--- src/hw/rtl/ppc_pkg.sv ---
// Package for the PRBS pattern checker: pattern selector codes, counter width,
// polynomial tables and the result type of one byte step.
// No dependencies.
package ppc_pkg;

  localparam int COUNT_WIDTH = 32;
  localparam int STATE_W     = 31;
  localparam int REPORT_W    = 32;

  localparam logic [2:0] PAT_PRBS7  = 3'd0;
  localparam logic [2:0] PAT_PRBS9  = 3'd1;
  localparam logic [2:0] PAT_PRBS15 = 3'd2;
  localparam logic [2:0] PAT_PRBS23 = 3'd3;
  localparam logic [2:0] PAT_PRBS31 = 3'd4;

  localparam logic       REG_PATTERN_SELECT = 1'b0;
  localparam logic       REG_SEED_VALUE     = 1'b1;

  localparam logic [STATE_W-1:0] ZERO_SEED_FILL = 31'h7E;
  localparam logic [3:0]         BYTE_BITS      = 4'd8;

  typedef struct packed {
    logic [7:0]         expected;
    logic [3:0]         errors;
    logic [3:0]         nvalid;
    logic [STATE_W-1:0] next_state;
  } ppc_step_t;

  // Index of the top state bit, which is the first feedback tap.
  function automatic logic [4:0] poly_msb(input logic [2:0] sel);
    case (sel)
      PAT_PRBS7:  poly_msb = 5'd6;
      PAT_PRBS9:  poly_msb = 5'd8;
      PAT_PRBS23: poly_msb = 5'd22;
      PAT_PRBS31: poly_msb = 5'd30;
      default:    poly_msb = 5'd14;
    endcase
  endfunction

  // Index of the second feedback tap.
  function automatic logic [4:0] poly_tap(input logic [2:0] sel);
    case (sel)
      PAT_PRBS7:  poly_tap = 5'd5;
      PAT_PRBS9:  poly_tap = 5'd4;
      PAT_PRBS23: poly_tap = 5'd17;
      PAT_PRBS31: poly_tap = 5'd27;
      default:    poly_tap = 5'd13;
    endcase
  endfunction

  function automatic logic [STATE_W-1:0] poly_mask(input logic [2:0] sel);
    case (sel)
      PAT_PRBS7:  poly_mask = 31'h7F;
      PAT_PRBS9:  poly_mask = 31'h1FF;
      PAT_PRBS23: poly_mask = 31'h7FFFFF;
      PAT_PRBS31: poly_mask = 31'h7FFFFFFF;
      default:    poly_mask = 31'h7FFF;
    endcase
  endfunction

  function automatic logic [STATE_W-1:0] seed_load(input logic [2:0] sel,
                                                   input logic [STATE_W-1:0] seed);
    logic [STATE_W-1:0] s;
    s = seed & poly_mask(sel);
    seed_load = (s == '0) ? ZERO_SEED_FILL : s;
  endfunction

endpackage

--- src/hw/rtl/ppc_lfsr_step.sv ---
// Up to eight unrolled LFSR steps for one received byte: expected bits, bit errors
// and the state after the byte. Purely combinational.
// Depends on ppc_pkg.
module ppc_lfsr_step import ppc_pkg::*; (
  input  logic [STATE_W-1:0] state,
  input  logic [2:0]         sel,
  input  logic [7:0]         rx_byte,
  input  logic [3:0]         bits_valid,
  output ppc_step_t          result
);

  logic [STATE_W-1:0] mask;
  logic [4:0]         msb;
  logic [4:0]         tap;
  logic [STATE_W-1:0] st;
  logic [3:0]         nv;
  logic [7:0]         expct;
  logic [3:0]         errs;
  logic               pbit;
  logic               fb;

  assign mask = poly_mask(sel);
  assign msb  = poly_msb(sel);
  assign tap  = poly_tap(sel);
  assign nv   = (bits_valid > BYTE_BITS) ? BYTE_BITS : bits_valid;

  always_comb begin
    st    = state & mask;
    expct = '0;
    errs  = '0;
    pbit  = 1'b0;
    fb    = 1'b0;
    for (int b = 0; b < 8; b++) begin
      if (4'(b) < nv) begin
        pbit     = st[0];
        expct[b] = pbit;
        errs     = errs + {3'b000, pbit ^ rx_byte[b]};
        fb       = st[msb] ^ st[tap];
        st       = {st[STATE_W-2:0], fb} & mask;
      end
    end
  end

  assign result.expected   = expct;
  assign result.errors     = errs;
  assign result.nvalid     = nv;
  assign result.next_state = st;

endmodule

--- config.mk ---
export PLATFORM = sky130hd
export DESIGN_NAME = ppc_lfsr_step
export DESIGN_NICKNAME = d
export VERILOG_FILES = /design/src/hw/rtl/ppc_pkg.sv /design/src/hw/rtl/ppc_lfsr_step.sv
export SDC_FILE = /design/constraint.sdc
export NUM_CORES = 1
export LEC_CHECK = 0
export ABC_AREA = 1
export BUFFER_PORTS_ARGS = -buffer_cell sky130_fd_sc_hd__buf_2
export CELL_PAD_IN_SITES_DETAIL_PLACEMENT = 2
export CELL_PAD_IN_SITES_GLOBAL_PLACEMENT = 2
export CORE_MARGIN = 5
export CORE_UTILIZATION = 28
export DETAILED_ROUTE_END_ITERATION = 16
export PLACE_DENSITY_LB_ADDON = 0.1
export SLEW_MARGIN = 20
export SYNTH_ARGS = -nofsm -noshare
export SYNTH_HDL_FRONTEND = slang
export SYNTH_SLANG_ARGS = --single-unit
export TNS_END_PERCENT = 20
--- constraint.sdc ---
create_clock -name vclk -period 7.2
set_clock_uncertainty 0.1 [all_clocks]
set_input_delay 1.08 -clock vclk [all_inputs]
set_output_delay 1.08 -clock vclk [all_outputs]
set_load 0.02 [all_outputs]
* Word-level counts from Yosys, hierarchy flattened
Index checks and enable logic that the tools add are counted.
** Word-level totals
- Bits in latches :: 0
- Register bits :: 0
- Memories :: 0
- Bits in writable memories :: 0
- Logic and storage cells :: 107
- ROM bits :: 0
** Cells by class
- Bitwise gates (word level) :: 25
- Multipliers :: 0
- $lt $le $gt $ge :: 11
- Add/sub/neg operators :: 7
- Eq/ne operators :: 3
- Reductions and logical operators :: 1
- Divide/modulo/power cells :: 0
- Shift-type cells :: 0
- Muxes and demuxes :: 60
** Operators with widths (count)
- AND 31 bit :: 9
- two-way mux 31 bit :: 8
- one-hot mux 31 bit (4 select lines) :: 1
- binary-select mux 1 bit (select 5 bit) :: 16
- one-hot mux 5 bit (4 select lines) :: 2
- two-way mux 4 bit :: 8
- adder 4 x 1 -> 4 bit :: 7
- two-way mux 1 bit :: 25
- < comparator 3 x 4 -> 1 bit (first input constant) :: 4
- XOR 1 bit :: 16
- < comparator 5 x 6 -> 1 bit (second input constant) :: 2
- < comparator 1 x 4 -> 1 bit (first input constant) :: 2
- < comparator 2 x 4 -> 1 bit (first input constant) :: 2
- > comparator 4 bit (second input constant) :: 1
- equality test 3 x 1 -> 1 bit (second input constant) :: 1
- equality test 3 x 2 -> 1 bit (second input constant) :: 1
- equality test 3 bit (second input constant) :: 1
- logical NOT 3 bit :: 1

* Logic depth before layout (Yosys ltp)
- Word-level depth :: 43
- Mapped depth :: 35
- Mapped depth without buffers :: 35

* Least setup slack after synthesis
No wires, ideal clock.
- Kind :: in2out
- From :: input port sel[2]
- To :: output port result[37] in the netlist's numbering
- Path buffers :: 1
- Arrival :: 5669 ps
- Setup slack :: 351 ps
- Stages on the path :: 32
- Path through :: nor2_2 > nand2_1 > buf_6 > o22ai_1 > o21ai_1 > nand2_1 > o21ai_1 > nand3_1 > nand2_2 > xor2_1 > ha_1 > nand2_1 > o21ai_0 > ha_1 > nand2_1 > nand2_1 > ha_1 > nor2_1 > a31oi_1 > ha_1 > ha_1 > nor2_1 > a31oi_1 > ha_1 > nand2_1 > nand2_1 > ha_1 > nor2_1 > a31oi_1 > ha_1 > nand2_1 > xor2_1
** RTL lines
- start: declaration :: RTL line ppc_lfsr_step.sv:6 : input logic [2:0] sel,
- end: declaration :: RTL line ppc_lfsr_step.sv:9 : output ppc_step_t result

==> flow_metrics.env <==
export IMPL_path_delay_family="adder cells"
export IMPL_synth_warning_count=0
export IMPL_via_per_inst=5.555
export IMPL_ys_seq_area_frac=0
export IMPL_maxSlewHeadroom=0.3343
export IMPL_grt_max_degree=36
export IMPL_io_buffers=93
export IMPL_num_io_pins=93
export IMPL_critPathMostFrequentCell="buf_4"
export IMPL_cp_max_fo=6
export IMPL_finalWirelength_um=28340
export IMPL_final_hold_violation_count=0
export IMPL_worstPathArrival_ns=6.27
export IMPL_wire_per_inst_um=21.99
export IMPL_powerDensity_nw_per_um2=177.5
export IMPL_final_cell_mix="nand2_1, o21ai_0, buf_4"
export IMPL_timing_fmax_mhz=134.2
export IMPL_num_vias=7160
export IMPL_syn_cell_area_um2=4601
export IMPL_met1_length_um=11480
export IMPL_die_x_um=138.2
export IMPL_maxCapViolations=0
export IMPL_post_route_util=0.3980
export IMPL_dr_max_layer_used="met4"
export IMPL_die_area_um2=19100
export IMPL_flops_and_latches=0
export IMPL_seq_area_um2=0
export IMPL_yosys_area_top_type="nand2_1"
export IMPL_wl_met2_um=14700
export IMPL_endpoint_kind="output port"
export IMPL_p_clk_frac=0
export IMPL_gp_congestion=0.8674
export IMPL_slew_viol_final=0
export IMPL_peakVddDrop_mv=0.1540
export IMPL_p_int_mw=0.4498
export IMPL_leakagePower_nw=3.200
export IMPL_final_setup_worst_slack_ns=-0.2499
export IMPL_wl_met3_um=1095
export IMPL_dp_hpwl_um=18900
export IMPL_p_seq_frac=0
export IMPL_switching_share=0.6021
export IMPL_drc_errors=0
export IMPL_yosys_cell_types_count=44
export IMPL_violations="setup timing"
export IMPL_antenna_found_initial=0
export IMPL_syn_inst=942
export IMPL_core_area_um2=16000
export IMPL_dp_slack_ns=-0.2351
export IMPL_final_common_cell="nand2_1"
export IMPL_syn_nets=1001
export IMPL_synth_area_leaders="nand2_1, o21ai_0, nand3_1"
export IMPL_layout_nets=1134
export IMPL_grt_overflow=0
export IMPL_hold_path_class="primary input to output port"
export IMPL_required_ns=6.02
export IMPL_grt_pass1_wl_um=38590
export IMPL_row_count=46
export IMPL_fin_crit_sh=1.035
export IMPL_drive_gt1_frac=0.2842
export IMPL_hold_start="bits_valid[2]"
export IMPL_critPathSlowestCell="ha_1"
export IMPL_grt_usage=0.2392
export IMPL_setup_viol=4
export IMPL_diodes=0
export IMPL_cp_start_kind="primary input"
export IMPL_drt_iter0_drc=417
export IMPL_p_switching_mw=0.6804
export IMPL_drtAntennaViolNets=0
export IMPL_grt_pass1_vias=7341
export IMPL_cpPeakStageDelay_ns=0.32
export IMPL_cp_startpoint="sel[0]"
export IMPL_syn_avg_cell_area_um2=4.884
export IMPL_dr_pass1_iters=4
export IMPL_setup_worst_path_class="primary input to output port"
export IMPL_hold_depth=4
export IMPL_die_y_um=138.2
export IMPL_fin_crit_ns=7.450
export IMPL_worst_pin_slew_ns=0.9975
export IMPL_status="finished with violations"
export IMPL_hold_end="result[33]"
export IMPL_synth_top_area_share=0.2823
export IMPL_comb_power_share=1.000
export IMPL_ctsHoldBuffers=0
export IMPL_path_buf_inv=7
export IMPL_area_growth_pct=38.43
export IMPL_nClkBuffers=0
export IMPL_start_util=0.2875
cells in the mapped netlist (all sizes together) (9+ instances only):
master  instances
nand2         361
o21ai         177
inv            93
nand3          75
nor2           59
buf            36
clkbuf         21
mux2i          15
ha             13
nand4          13
o22ai          11
xor2           10
a31oi           9
power by group through the flow:
stage	Combinational (mW)	Clock, mW	Sequential (mW)
2_1_floorplan	0.509	0	0
3_3_place_gp	0.729	0	0
3_5_place_dp	0.757	0	0
4_1_cts	0.831	0	0
5_1_grt	1.21	0	0
6_report	1.13	0	0
worst max-delay path by stage:
stage	endpoint	cells past startpoint	slack, ns
4_1_cts	result[37]	37	0.001
6_report	result[37]	32	-0.25
2_1_floorplan	result[37]	32	0.35
5_1_grt	result[37]	32	-0.40
3_3_place_gp	result[37]	34	0.007
3_5_place_dp	result[37]	34	-0.24
per-layer routing:
layer / vias up / global-route usage
met3: 66 / 0.01621
met5: - / 0
li1: 3355 / -
met4: 0 / 0.03796
met1: 3527 / 0.2969
met2: 212 / 0.4579
per-stage QoR:
| step | setup TNS, ns | cells | hold slack, ns | instance area, µm² | total power, mW |
|---|---|---|---|---|---|
| floorplan | 0 | 942 | 2.197 | 4601 | 0.5092 |
| global placement | 0 | 1254 | 2.455 | 5510 | 0.7288 |
| detailed placement | -0.5756 | 1254 | 2.459 | 5510 | 0.7565 |
| CTS | 0 | 1274 | 2.462 | 5817 | 0.8308 |
| global route | -1.358 | 1289 | 2.483 | 6369 | 1.213 |
| finish | -0.8211 | 1289 | 2.455 | 6369 | 1.130 |
cell type report:
class / count / area, µm²
Fill cell: 2088 / 9632
Inverter: 96 / 392.9
Multi-Input combinational cell: 789 / 4432
Tap cell: 216 / 270.3
Timing Repair Buffer: 188 / 1274
what timing repair did:
item,in CTS,in global routing
pin swaps,12,37
buffers inserted,21,16
gates resized for setup,40,92
endpoints found under the setup margin,4,4
kinds of logic (layout without fill, tap and decap cells):
kind of cell    Yosys count  in the layout  synth area share
simple gates            521            521            0.4855
compound gates          223            223            0.2692
buf+inv                 153            284            0.1450
xor+xnor                 17             17           0.03236
mux                      15             15           0.03263
fa+ha+maj                13             13           0.03536
(Power assumes the default switching activity.)
